## src/hdl/clne_pkg.sv

```systemverilog
// ============================================================================
// clne_pkg
// Shared types, constants and tables for the character LCD nibble expander
// sequencer: power-up phases, job descriptors and expander bit layout.
// ============================================================================
package clne_pkg;

    // Power-up sequencer phases
    typedef enum logic [3:0] {
        PH_STARTUP   = 4'd0,
        PH_BACKLIGHT = 4'd1,
        PH_NIB1      = 4'd2,
        PH_NIB2      = 4'd3,
        PH_NIB3      = 4'd4,
        PH_NIB4      = 4'd5,
        PH_FINISH    = 4'd6,
        PH_READY     = 4'd7
    } phase_t;

    // Input item kinds
    typedef enum logic [1:0] {
        MODE_TICK   = 2'd0,
        MODE_CMD    = 2'd1,
        MODE_DATA   = 2'd2,
        MODE_CURSOR = 2'd3
    } mode_t;

    // Work handed from front to back
    typedef enum logic [1:0] {
        JOB_BACKLIGHT = 2'd0,   // one bare write
        JOB_NIBBLE    = 2'd1,   // three writes
        JOB_BYTE      = 2'd2,   // six writes
        JOB_INIT      = 2'd3    // five command bytes, thirty writes
    } job_kind_t;

    typedef struct packed {
        job_kind_t  kind;
        logic [7:0] value;
        logic       rs;
        logic       ready;
    } job_t;

    // Job queue
    localparam int QDEPTH = 4;
    localparam int QAW    = $clog2(QDEPTH);

    // Configuration register indexes
    localparam logic CFG_IDX_BACKLIGHT = 1'b0;
    localparam logic CFG_IDX_ROWS      = 1'b1;
    localparam logic [2:0] ROWS_RESET  = 3'd2;

    // Millisecond thresholds
    localparam logic [15:0] MS_MAX       = 16'hFFFF;
    localparam logic [15:0] MS_BACKLIGHT = 16'd50;
    localparam logic [15:0] MS_POWER     = 16'd1000;
    localparam logic [15:0] MS_NIB       = 16'd5;
    localparam logic [15:0] MS_NIB_LAST  = 16'd1;

    // Hold times in microseconds
    localparam logic [10:0] WAIT_PLAIN  = 11'd0;
    localparam logic [10:0] WAIT_EN     = 11'd1;
    localparam logic [10:0] WAIT_SETTLE = 11'd50;
    localparam logic [10:0] WAIT_LONG   = 11'd2000;

    // Expander bit layout and fixed nibbles
    localparam logic [7:0] EN_BIT   = 8'h04;
    localparam logic [7:0] NIB_3    = 8'h30;
    localparam logic [7:0] NIB_2    = 8'h20;
    localparam logic [7:0] CURSOR_CMD = 8'h80;

    // Init command list
    localparam logic [2:0] INIT_LAST  = 3'd4;
    localparam logic [2:0] INIT_CLEAR = 3'd2;

    function automatic logic [7:0] row_base(input logic [1:0] r);
        logic [7:0] b;
        case (r)
            2'd0:    b = 8'h00;
            2'd1:    b = 8'h40;
            2'd2:    b = 8'h14;
            default: b = 8'h54;
        endcase
        return b;
    endfunction

    function automatic logic [7:0] init_byte(input logic [2:0] i);
        logic [7:0] b;
        case (i)
            3'd0:    b = 8'h28;  // function set
            3'd1:    b = 8'h0C;  // display on
            3'd2:    b = 8'h01;  // clear
            3'd3:    b = 8'h06;  // entry mode
            default: b = 8'h02;  // home
        endcase
        return b;
    endfunction

endpackage

```

## src/hdl/char_lcd_nibble_expander_sequencer.sv

```systemverilog
// ============================================================================
// char_lcd_nibble_expander_sequencer
// Character LCD driver in 4-bit mode through an 8-bit port expander: turns
// ticks, commands, data and cursor items into timed expander writes.
// ============================================================================
//
//  channel  | ports                                   | transfer
//  ---------+-----------------------------------------+---------------------
//  input    | s_valid/s_ready, s_mode, s_byte_value,  | valid && ready
//           | s_col, s_row                            |
//  result   | m_valid/m_ready, m_expander_byte,       | valid && ready
//           | m_wait_us, m_last, m_ready_res          |
//  config   | cfg_we, cfg_index, cfg_wdata            | cfg_we high
//
//  Rates: the front takes one item per cycle while the queue has room;
//  the back emits one write per cycle unless the result stalls. A byte
//  item makes six writes, a nibble three, the backlight write one and the
//  final init step thirty; the back sets the sustained rate.
//  Reset: synchronous, active low; clears phase, counter, queue and the
//  output valid flag. No clearing pass is needed.
//  Stalls: a 4-entry job queue decouples the sides; s_ready drops only when
//  it is full, and a stalled result holds in the output register.
//
module char_lcd_nibble_expander_sequencer (
    input  logic        aclk,
    input  logic        aresetn,
    // input channel
    input  logic        s_valid,
    output logic        s_ready,
    input  logic [1:0]  s_mode,
    input  logic [7:0]  s_byte_value,
    input  logic [5:0]  s_col,
    input  logic [1:0]  s_row,
    // configuration writes
    input  logic        cfg_we,
    input  logic        cfg_index,
    input  logic [2:0]  cfg_wdata,
    // result channel
    output logic        m_valid,
    input  logic        m_ready,
    output logic [7:0]  m_expander_byte,
    output logic [10:0] m_wait_us,
    output logic        m_last,
    output logic        m_ready_res
);

    // Front to queue
    logic            q_full;
    logic            q_push;
    clne_pkg::job_t  q_job;
    // Queue to back
    logic            q_empty;
    logic            q_pop;
    clne_pkg::job_t  q_head;
    logic            backlight_on;

    // Classify items, advance the power-up sequencer, hold configuration
    clne_front u_front (
        .aclk         (aclk),
        .aresetn      (aresetn),
        .s_valid      (s_valid),
        .s_ready      (s_ready),
        .s_mode       (s_mode),
        .s_byte_value (s_byte_value),
        .s_col        (s_col),
        .s_row        (s_row),
        .cfg_we       (cfg_we),
        .cfg_index    (cfg_index),
        .cfg_wdata    (cfg_wdata),
        .q_full       (q_full),
        .q_push       (q_push),
        .q_job        (q_job),
        .backlight_on (backlight_on)
    );

    // Buffer jobs so either side can stall alone
    clne_fifo u_fifo (
        .aclk     (aclk),
        .aresetn  (aresetn),
        .push     (q_push),
        .push_job (q_job),
        .full     (q_full),
        .pop      (q_pop),
        .empty    (q_empty),
        .head_job (q_head)
    );

    // Expand each job into nibble writes with their hold times
    clne_back u_back (
        .aclk            (aclk),
        .aresetn         (aresetn),
        .q_empty         (q_empty),
        .q_head          (q_head),
        .q_pop           (q_pop),
        .backlight_on    (backlight_on),
        .m_valid         (m_valid),
        .m_ready         (m_ready),
        .m_expander_byte (m_expander_byte),
        .m_wait_us       (m_wait_us),
        .m_last          (m_last),
        .m_ready_res     (m_ready_res)
    );

endmodule

```

## src/hdl/clne_fifo.sv

```systemverilog
// ============================================================================
// clne_fifo
// Short job queue between the classifying front and the write expander.
// ============================================================================
module clne_fifo (
    input  logic            aclk,
    input  logic            aresetn,
    input  logic            push,
    input  clne_pkg::job_t  push_job,
    output logic            full,
    input  logic            pop,
    output logic            empty,
    output clne_pkg::job_t  head_job
);

    clne_pkg::job_t              store_reg [clne_pkg::QDEPTH];
    logic [clne_pkg::QAW-1:0]    wr_ptr_reg, wr_ptr_next;
    logic [clne_pkg::QAW-1:0]    rd_ptr_reg, rd_ptr_next;
    logic [clne_pkg::QAW:0]      count_reg, count_next;

    assign full     = (count_reg == (clne_pkg::QAW+1)'(clne_pkg::QDEPTH));
    assign empty    = (count_reg == '0);
    assign head_job = store_reg[rd_ptr_reg];

    always_comb begin
        wr_ptr_next = push ? wr_ptr_reg + 1'b1 : wr_ptr_reg;
        rd_ptr_next = pop  ? rd_ptr_reg + 1'b1 : rd_ptr_reg;
        count_next  = count_reg;
        if (push && !pop) begin
            count_next = count_reg + 1'b1;
        end else if (!push && pop) begin
            count_next = count_reg - 1'b1;
        end
    end

    always_ff @(posedge aclk) begin
        if (!aresetn) begin
            wr_ptr_reg <= '0;
            rd_ptr_reg <= '0;
            count_reg  <= '0;
        end else begin
            wr_ptr_reg <= wr_ptr_next;
            rd_ptr_reg <= rd_ptr_next;
            count_reg  <= count_next;
        end
    end

    always_ff @(posedge aclk) begin
        if (push) begin
            store_reg[wr_ptr_reg] <= push_job;
        end
    end

endmodule

```

## src/hdl/clne_front.sv

```systemverilog
// ============================================================================
// clne_front
// Accepts input items, keeps the millisecond counter, power-up phase and
// configuration, and turns each item into at most one job for the queue.
// ============================================================================
module clne_front (
    input  logic            aclk,
    input  logic            aresetn,
    input  logic            s_valid,
    output logic            s_ready,
    input  logic [1:0]      s_mode,
    input  logic [7:0]      s_byte_value,
    input  logic [5:0]      s_col,
    input  logic [1:0]      s_row,
    input  logic            cfg_we,
    input  logic            cfg_index,
    input  logic [2:0]      cfg_wdata,
    input  logic            q_full,
    output logic            q_push,
    output clne_pkg::job_t  q_job,
    output logic            backlight_on
);

    clne_pkg::phase_t phase_reg, phase_next;
    logic [15:0]      ms_reg, ms_next;
    logic             backlight_reg;
    logic [2:0]       rows_reg;

    clne_pkg::mode_t  mode;
    logic             take;
    logic             push;
    logic [15:0]      ms_inc;
    logic             gated;
    logic [15:0]      thr;
    clne_pkg::phase_t ph_after;
    logic [1:0]       row_eff;
    logic [7:0]       cursor_addr;

    assign mode         = clne_pkg::mode_t'(s_mode);
    assign s_ready      = !q_full;
    assign take         = s_valid && s_ready;
    assign q_push       = take && push;
    assign backlight_on = backlight_reg;

    // Clamp the cursor row to the configured display height
    always_comb begin
        row_eff = s_row;
        if ({1'b0, s_row} > rows_reg) begin
            row_eff = (rows_reg == 3'd0) ? 2'd0 : 2'(rows_reg - 3'd1);
        end
        cursor_addr = clne_pkg::CURSOR_CMD
                    | ({2'b00, s_col} + clne_pkg::row_base(row_eff));
    end

    // Per-phase wait threshold and job
    always_comb begin
        gated    = 1'b1;
        thr      = clne_pkg::MS_NIB;
        ph_after = phase_reg;
        case (phase_reg)
            clne_pkg::PH_BACKLIGHT: begin
                thr      = clne_pkg::MS_BACKLIGHT;
                ph_after = clne_pkg::PH_NIB1;
            end
            clne_pkg::PH_NIB1: begin
                thr      = clne_pkg::MS_POWER;
                ph_after = clne_pkg::PH_NIB2;
            end
            clne_pkg::PH_NIB2: begin
                ph_after = clne_pkg::PH_NIB3;
            end
            clne_pkg::PH_NIB3: begin
                ph_after = clne_pkg::PH_NIB4;
            end
            clne_pkg::PH_NIB4: begin
                thr      = clne_pkg::MS_NIB_LAST;
                ph_after = clne_pkg::PH_FINISH;
            end
            default: begin
                gated = 1'b0;
            end
        endcase
    end

    always_comb begin
        ms_inc      = (ms_reg == clne_pkg::MS_MAX) ? ms_reg : ms_reg + 16'd1;
        phase_next  = phase_reg;
        ms_next     = ms_reg;
        push        = 1'b0;
        q_job.kind  = clne_pkg::JOB_BYTE;
        q_job.value = s_byte_value;
        q_job.rs    = 1'b0;
        q_job.ready = 1'b1;
        if (take) begin
            if (mode == clne_pkg::MODE_TICK) begin
                ms_next = ms_inc;
                if (phase_reg == clne_pkg::PH_STARTUP) begin
                    ms_next    = '0;
                    phase_next = clne_pkg::PH_BACKLIGHT;
                end else if (phase_reg == clne_pkg::PH_FINISH) begin
                    push        = 1'b1;
                    q_job.kind  = clne_pkg::JOB_INIT;
                    phase_next  = clne_pkg::PH_READY;
                end else if (gated && ms_inc >= thr) begin
                    ms_next     = '0;
                    push        = 1'b1;
                    phase_next  = ph_after;
                    q_job.ready = 1'b0;
                    if (phase_reg == clne_pkg::PH_BACKLIGHT) begin
                        q_job.kind  = clne_pkg::JOB_BACKLIGHT;
                        q_job.value = '0;
                    end else begin
                        q_job.kind  = clne_pkg::JOB_NIBBLE;
                        q_job.value = (phase_reg == clne_pkg::PH_NIB4) ? clne_pkg::NIB_2
                                                                        : clne_pkg::NIB_3;
                    end
                end
            end else if (phase_reg == clne_pkg::PH_READY) begin
                push = 1'b1;
                if (mode == clne_pkg::MODE_DATA) begin
                    q_job.rs = 1'b1;
                end else if (mode == clne_pkg::MODE_CURSOR) begin
                    q_job.value = cursor_addr;
                end
            end
        end
    end

    always_ff @(posedge aclk) begin
        if (!aresetn) begin
            phase_reg     <= clne_pkg::PH_STARTUP;
            ms_reg        <= '0;
            backlight_reg <= 1'b0;
            rows_reg      <= clne_pkg::ROWS_RESET;
        end else begin
            phase_reg <= phase_next;
            ms_reg    <= ms_next;
            if (cfg_we && cfg_index == clne_pkg::CFG_IDX_BACKLIGHT) begin
                backlight_reg <= cfg_wdata[0];
            end
            if (cfg_we && cfg_index == clne_pkg::CFG_IDX_ROWS) begin
                rows_reg <= cfg_wdata;
            end
        end
    end

endmodule

```

## src/hdl/clne_back.sv

```systemverilog
// ============================================================================
// clne_back
// Expands the job at the head of the queue into expander writes, one per
// cycle while the output is not stalled, into a registered output stage.
// ============================================================================
module clne_back (
    input  logic            aclk,
    input  logic            aresetn,
    input  logic            q_empty,
    input  clne_pkg::job_t  q_head,
    output logic            q_pop,
    input  logic            backlight_on,
    output logic            m_valid,
    input  logic            m_ready,
    output logic [7:0]      m_expander_byte,
    output logic [10:0]     m_wait_us,
    output logic            m_last,
    output logic            m_ready_res
);

    logic [1:0]  sub_reg, sub_next;     // write within a nibble
    logic        half_reg, half_next;   // low nibble of a byte
    logic [2:0]  bidx_reg, bidx_next;   // byte within the init list

    logic        m_valid_reg, m_valid_next;
    logic [7:0]  m_expander_byte_reg;
    logic [10:0] m_wait_us_reg;
    logic        m_last_reg;
    logic        m_ready_res_reg;

    logic        advance, load, wlast, byte_end, long_now;
    logic [7:0]  src, nib, base, wbyte;
    logic [10:0] wwait;

    always_comb begin
        src      = (q_head.kind == clne_pkg::JOB_INIT) ? clne_pkg::init_byte(bidx_reg)
                                                       : q_head.value;
        nib      = half_reg ? {src[3:0], 4'h0} : {src[7:4], 4'h0};
        base     = nib | {7'b0, q_head.rs} | {4'b0, backlight_on, 3'b0};
        byte_end = (sub_reg == 2'd2) && half_reg;
        long_now = (q_head.kind == clne_pkg::JOB_INIT)
                && (bidx_reg == clne_pkg::INIT_CLEAR || bidx_reg == clne_pkg::INIT_LAST);
        case (sub_reg)
            2'd0: begin
                wbyte = base;
                wwait = clne_pkg::WAIT_PLAIN;
            end
            2'd1: begin
                wbyte = base | clne_pkg::EN_BIT;
                wwait = clne_pkg::WAIT_EN;
            end
            default: begin
                wbyte = base;
                wwait = (long_now && half_reg) ? clne_pkg::WAIT_LONG : clne_pkg::WAIT_SETTLE;
            end
        endcase
        case (q_head.kind)
            clne_pkg::JOB_BACKLIGHT: begin
                wbyte = base;
                wwait = clne_pkg::WAIT_PLAIN;
                wlast = 1'b1;
            end
            clne_pkg::JOB_NIBBLE: wlast = (sub_reg == 2'd2);
            clne_pkg::JOB_BYTE:   wlast = byte_end;
            default:              wlast = byte_end && (bidx_reg == clne_pkg::INIT_LAST);
        endcase
    end

    assign advance = !m_valid_reg || m_ready;
    assign load    = advance && !q_empty;
    assign q_pop   = load && wlast;

    always_comb begin
        sub_next     = sub_reg;
        half_next    = half_reg;
        bidx_next    = bidx_reg;
        m_valid_next = advance ? load : m_valid_reg;
        if (load) begin
            if (wlast) begin
                sub_next  = '0;
                half_next = 1'b0;
                bidx_next = '0;
            end else if (sub_reg == 2'd2) begin
                sub_next = '0;
                if (half_reg) begin
                    half_next = 1'b0;
                    bidx_next = bidx_reg + 3'd1;
                end else begin
                    half_next = 1'b1;
                end
            end else begin
                sub_next = sub_reg + 2'd1;
            end
        end
    end

    always_ff @(posedge aclk) begin
        if (!aresetn) begin
            sub_reg     <= '0;
            half_reg    <= 1'b0;
            bidx_reg    <= '0;
            m_valid_reg <= 1'b0;
        end else begin
            sub_reg     <= sub_next;
            half_reg    <= half_next;
            bidx_reg    <= bidx_next;
            m_valid_reg <= m_valid_next;
        end
    end

    always_ff @(posedge aclk) begin
        if (load) begin
            m_expander_byte_reg <= wbyte;
            m_wait_us_reg       <= wwait;
            m_last_reg          <= wlast;
            m_ready_res_reg     <= q_head.ready;
        end
    end

    assign m_valid         = m_valid_reg;
    assign m_expander_byte = m_expander_byte_reg;
    assign m_wait_us       = m_wait_us_reg;
    assign m_last          = m_last_reg;
    assign m_ready_res     = m_ready_res_reg;

    a_sub_range: assert property (@(posedge aclk) disable iff (!aresetn)
        sub_reg != 2'd3)
        else $error("nibble write counter out of range");

    a_bidx_range: assert property (@(posedge aclk) disable iff (!aresetn)
        bidx_reg <= clne_pkg::INIT_LAST)
        else $error("init byte index out of range");

    a_en_wait: assert property (@(posedge aclk) disable iff (!aresetn)
        m_valid_reg && m_expander_byte_reg[2] |-> m_wait_us_reg == clne_pkg::WAIT_EN)
        else $error("enable-high write without its 1 us hold");

    a_long_en_low: assert property (@(posedge aclk) disable iff (!aresetn)
        m_valid_reg && m_wait_us_reg == clne_pkg::WAIT_LONG |-> !m_expander_byte_reg[2])
        else $error("long hold on a write with enable high");

endmodule

```

## config.mk

```make
export PLATFORM = sky130hd
export DESIGN_NAME = char_lcd_nibble_expander_sequencer
export DESIGN_NICKNAME = d
export VERILOG_FILES = /design/src/hdl/clne_pkg.sv /design/src/hdl/char_lcd_nibble_expander_sequencer.sv /design/src/hdl/clne_fifo.sv /design/src/hdl/clne_front.sv /design/src/hdl/clne_back.sv
export SDC_FILE = /design/constraint.sdc
export NUM_CORES = 1
export LEC_CHECK = 0
export ABC_AREA = 0
export CAP_MARGIN = 20
export CELL_PAD_IN_SITES_DETAIL_PLACEMENT = 0
export CELL_PAD_IN_SITES_GLOBAL_PLACEMENT = 1
export CORE_MARGIN = 2
export CORE_UTILIZATION = 55
export CTS_CLUSTER_DIAMETER = 50
export DETAILED_ROUTE_END_ITERATION = 8
export DONT_BUFFER_PORTS = 1
export GPL_ROUTABILITY_DRIVEN = 0
export PLACE_DENSITY = 0.89
export SETUP_SLACK_MARGIN = 0.02
export SYNTH_ARGS = -nofsm -noshare
export SYNTH_HDL_FRONTEND = slang
export SYNTH_SLANG_ARGS = --single-unit
```

## constraint.sdc

```tcl
create_clock -name aclk -period 10.9 [get_ports aclk]
set_input_delay 1.635 -clock aclk [delete_from_list [all_inputs] [get_ports aclk]]
set_output_delay 1.635 -clock aclk [all_outputs]
set_load 0.02 [all_outputs]
```

### Yosys cells after proc, flatten, opt, wreduce, memory -nomap -nowiden

Memories as Yosys holds them, arrays and structs flattened. A register that Yosys moved wholly into a read port is not among the register bits.
Index checks and enable logic that the tools add are counted.

* bits in registers: 59
* RAM bits: 48
* output and inout bits: 23
* logic and storage cells: 149
* memories: 1

* add/sub/neg operators: 9
* order comparisons: 2
* eq/ne operators: 22
* mux-type cells: 59
* bitwise gates (word level): 3
* reduce and logical (&&, ||, !) cells: 38

Memory list
* u_fifo.store_reg: depth 4, width 12, rd ports 1, clocked after Yosys merged registers in 1, write ports 1, RTL line clne_fifo.sv:16 `clne_pkg::job_t store_reg [clne_pkg::QDEPTH];`

Operator list (count)
* two-way mux 16 bit: 4
* two-way mux 8 bit: 6
* case mux 10 bit (3 select lines): 1
* case mux 6 bit (4 select lines): 1
* case mux 11 bit (2 select lines): 1
* two-way mux 3 bit: 7
* case mux 7 bit (3 select lines): 1
* two-way mux 10 bit: 2
* case mux 4 bit (5 select lines): 1
* two-way mux 1 bit: 18
* two-way mux 9 bit: 2
* adder 16 x 1 -> 16 bit, second input constant: 1
* == test 16 bit, second input constant: 1
* == test 4 x 3 -> 1 bit, second input constant: 4
* >= comparator 16 x 10 -> 1 bit: 1
* two-way mux 2 bit: 8
* logical AND 1 bit: 13
* == test 2 bit, second input constant: 6
* two-way mux 12 bit: 1
* two-way mux 4 bit: 3
* two-way mux 11 bit: 1
* zero test 3 bit: 3
* == test 4 x 2 -> 1 bit, second input constant: 2
* zero test 2 bit: 4
* 26 further kinds: 41

### Longest topological paths before layout

* depth after elaboration: 14
* gate-level depth with buffers: 19
* depth with buffers taken out: 19

### Modules after synthesis

From an unflattened synthesis, not the netlist that was laid out.

* cell total of the unflattened synthesis: 516
* area, all modules: 5532.8 um2

By module, submodules not included
* clne_front: times used 1, cells an instance 307, area an instance 2322.2 um2
* clne_fifo: times used 1, cells an instance 105, area an instance 2180.8 um2
* clne_back: times used 1, cells an instance 104, area an instance 1029.7 um2

### Least setup slack after synthesis

OpenSTA, ideal clock, no wires.

* path type: register -> register
* from: register u_front.ms_reg[0]
* to: register u_fifo.count_reg[2] in the netlist's numbering
* setup time: 0.076 ns
* arrival time: 4.340 ns
* data required time: 10.824 ns
* slack: 6.485 ns
* stages on the path, launching flop included: 19
* period minus slack after synthesis: 4.415 ns
* cell sequence: dfxtp_1 > ha_1 > nand2_1 > nor3_1 > nand2_1 > mux2_2 > ha_1 > or3b_2 > o2111ai_1 > a221o_1 > nand4_4 > o311ai_2 > o211ai_2 > ha_1 > inv_1 > fa_1 > xor2_1 > or3_1 > a21boi_0

* word-level cells in the longest chain between the ends: 13
* elaborated cells between the ends (all ways): 16
* classes of those cells: add/sub (1); order compare (1); eq/ne (1); mux (7); reduce/logical (6)

Ends and longest elaborated chain
* start: declaration: RTL line clne_front.sv:25 `logic [15:0] ms_reg, ms_next;`
* start signal: assignment: RTL line clne_front.sv:137 `ms_reg <= ms_next;`
* adder 16 x 1 -> 16 bit or == test 16 bit (tied branches): RTL line clne_front.sv:86 `ms_inc = (ms_reg == clne_pkg::MS_MAX) ? ms_reg : ms_reg + 16'd1;`
* two-way mux 16 bit *: RTL line clne_front.sv:86
* >= comparator 16 x 10 -> 1 bit *: RTL line clne_front.sv:104 `end else if (gated && ms_inc >= thr) begin`
* logical AND 1 bit *: RTL line clne_front.sv:104
* two-way mux 1 bit *: RTL line clne_front.sv:104
* two-way mux 1 bit *: RTL line clne_front.sv:100 `end else if (phase_reg == clne_pkg::PH_FINISH) begin`
* two-way mux 1 bit *: RTL line clne_front.sv:97 `if (phase_reg == clne_pkg::PH_STARTUP) begin`
* two-way mux 1 bit *: RTL line clne_front.sv:95 `if (mode == clne_pkg::MODE_TICK) begin`
* two-way mux 1 bit *: RTL line clne_front.sv:94 `if (take) begin`
* logical AND 1 bit *: RTL line clne_front.sv:42 `assign q_push = take && push;`
* net q_push: RTL line char_lcd_nibble_expander_sequencer.sv:49 `logic q_push;`
* zero test 1 bit: RTL line clne_fifo.sv:31 `end else if (!push && pop) begin`
* logical AND 1 bit: RTL line clne_fifo.sv:31
* nonzero test 2 bit (no line)
* end signal: assignment: RTL line clne_fifo.sv:44 `count_reg <= count_next;`
* end: declaration: RTL line clne_fifo.sv:19 `logic [clne_pkg::QAW:0] count_reg, count_next;`

Mark *: on every way through the listed nets, which the timed path passes. The rest lies on a longest branch.
A chain may end at the register's enable or synchronous reset.

### Worst setup path in the final report

Same ends and word-level chain as after synthesis.

==> reports/metrics.cfg <==
[outcome]
outcome=finished, final reports clean

[clock_tree]
cts-resized-gates=0
post_cts_buffers=0
cts_max_path_buffers=2
clk_pin_slew_ns=0.09
cts.sinks=99
cts_buffers=9
cts_tree=built
postCtsHoldBufs=0
cts_root_buf=clkbuf_8
cts-htree-levels=3
clkLatencyLatePin_ns=0.36

[run]
maxCapViolCount=0

[routing]
num_vias=3645
drc=0
ant_nets=0
vias_per_cell=5.91
drt_iter0_drc=211
dr.pass1.iters=4
totalWireLength_microns=10800
wl_per_cell_microns=17.5

[yosys]
synth_top_area_share_pct=33.6
synth_cells=493
yosysSeqAreaShare_pct=48.1
ys_seq_elements=99
synth.avg_cell_area_sq_um=10.9
synth_edf_count=60
ys_warn_count=0
synthFlopType=edfxtp_1
async_flop_share_pct=0
synth_common_cells=nand2_1 (63), edfxtp_1 (60), dfxtp_1 (39)
synthDistinctLibCells=59
synth_area_leader_cell=edfxtp_1
syn-cell-area_sq_um=5370
synth_area_leaders=edfxtp_1 (34%), dfxtp_1 (15%), ha_1 (6.1%)
yosysMostFrequentCell=nand2_1

[floorplan]
io_pins=50
die_w_microns=103
die_area_sq_um=10600
start_util_pct=55.7
row_count=36
die_h_microns=103
coreArea_sq_um=9640

[place]
place_ws_ns=5.91
place_area_sq_um=5400
dp_cells=601
io_buffers=0
hpwlAfterDp_microns=7600

[timing]
worstMarginPinSlew_ns=1.03
hold_viol_final=0
max_freq_mhz=198
rsz0062_at_grt=no
drv_slew=0
timing.setup.tns_ns=0
setup_ws_ns=5.85
final.period_utilization_pct=46.4
fin_crit_ns=5.05
skew_ns=0.0121
setup_violations=0
slew_headroom_pct=31.3

[global_routing]
grt_usage_pct=21.8
antenna_found_initial=0
grt_max_degree=45
first_global_vias=3612
overflow=0
grt_pass1_wl_microns=17600

[power_and_ir_drop]
ir_worst_vdd_uv=71.1
p_leak_nw=2.00
finalPower_mw=0.742
p_per_area_nw_per_um2=132

[setup_path]
crit_arrival_ns=5.33
start_kind=flip-flop
cp_data_required_time_ns=11.18
crit_type=flip-flop to flip-flop
cp-end-kind=flip-flop
crit_path_max_fanout=8

[finish]
area_delta_synth_final_pct=4.73
finalNonFillerCells=617
design_area_sq_um=5620
nFillCells=846
antenna_cells=0
drive_above_1_share_pct=9.92
largest_register_ffs=48
final_net_count=533

[min_path]
hold_path.class=flip-flop to flip-flop

-- worst max-delay path: stages (launching register included) --
cell	delay [ns]
dfxtp_1	0.43
ha_1	0.23
nand2_1	0.16
nor3_1	0.58
nand2_1	0.37
mux2_2	0.39
ha_1	0.19
or3b_2	0.44
o2111ai_1	0.10
a221o_1	0.22
nand4_4	0.16
o311ai_2	0.38
o211ai_2	0.22
ha_1	0.29
inv_1	0.07
fa_1	0.18
xor2_1	0.08
or3_1	0.31
a21boi_0	0.17
-- layout by cell type, fill, tap and decap left out, types with 3 or more instances in the layout --
cell type / netlist / final
conb_1: 1 / 3
inv_1: 17 / 17
dfxtp_1: 39 / 39
xor2_1: 7 / 7
nor2b_1: 9 / 9
a211oi_1: 3 / 3
and2_1: 12 / 12
xnor2_1: 12 / 12
nor3_1: 7 / 7
nor2_1: 23 / 23
edfxtp_1: 60 / 60
a21boi_1: 6 / 6
mux4_2: 12 / 12
a31oi_1: 5 / 5
nor3b_1: 5 / 5
ha_1: 26 / 26
a21boi_0: 13 / 13
nand2_1: 63 / 63
and3_1: 5 / 5
or2_2: 3 / 3
nand2b_1: 3 / 3
nand4_1: 13 / 13
clkbuf_8: 0 / 10
mux2i_1: 9 / 9
nand3_1: 19 / 19
o31ai_1: 3 / 3
a22o_1: 5 / 5
nor4_1: 3 / 3
a21oi_1: 19 / 19
a21o_1: 3 / 3
o2111ai_1: 7 / 7
o21ai_0: 23 / 23
-- path summary, 6_finish.rpt --
check / startpoint / endpoint / slack (ns) / depth (start not counted)
hold / removal: u_front.backlight_on / u_back.m_expander_byte[3] / 0.44 / 0
hold reg to reg: u_front.backlight_on / u_back.m_expander_byte[3] / 0.44 / 0
setup reg to reg: u_front.ms_reg[0] / u_fifo.count_reg[2] / 5.85 / 18
setup / recovery: u_front.ms_reg[0] / u_fifo.count_reg[2] / 5.85 / 18
-- routing by layer --
layer	vias up	GRT usage [%]	wire length [microns]
met5	-	0	0
met4	0	9.62	232
met3	16	3.80	418
met2	69	38.3	5670
met1	1771	26.4	4500
li1	1789	-	-
-- kinds of logic after synthesis --
kind of cell,synth area share (%)
flops,48.1
buf+inv,3.89
other cells,0.0698
compound gates,13.6
mux,7.13
xor+xnor,3.10
simple gates,17.6
fa+ha+maj,6.43
-- layout make-up --
type | count | area (sq um) | area share (%)
multi-input cells | 352 | 2590 | 46.1
clock buffers | 12 | 166 | 2.96
inverters | 17 | 63.8 | 1.13
well taps | 133 | 166 | 2.96
flip-flops and latches | 99 | 2580 | 45.9
clock inverters | 4 | 52.6 | 0.935
-- per-stage QoR --
stage | utilization, % | hold slack, ns
finish | 58.3 | 0.441
CTS | 58.3 | 0.446
detailed placement | 56.1 | 0.430
global placement | 56.1 | 0.442
global route | 58.3 | 0.476
floorplan | - | 0.408
-- where the power goes --
part           internal (mW)  switching, mW
Combinational         0.0219         0.0345
Clock                  0.128          0.125
Sequential             0.409         0.0232
Note: power is estimated with default switching activity, not from simulation.
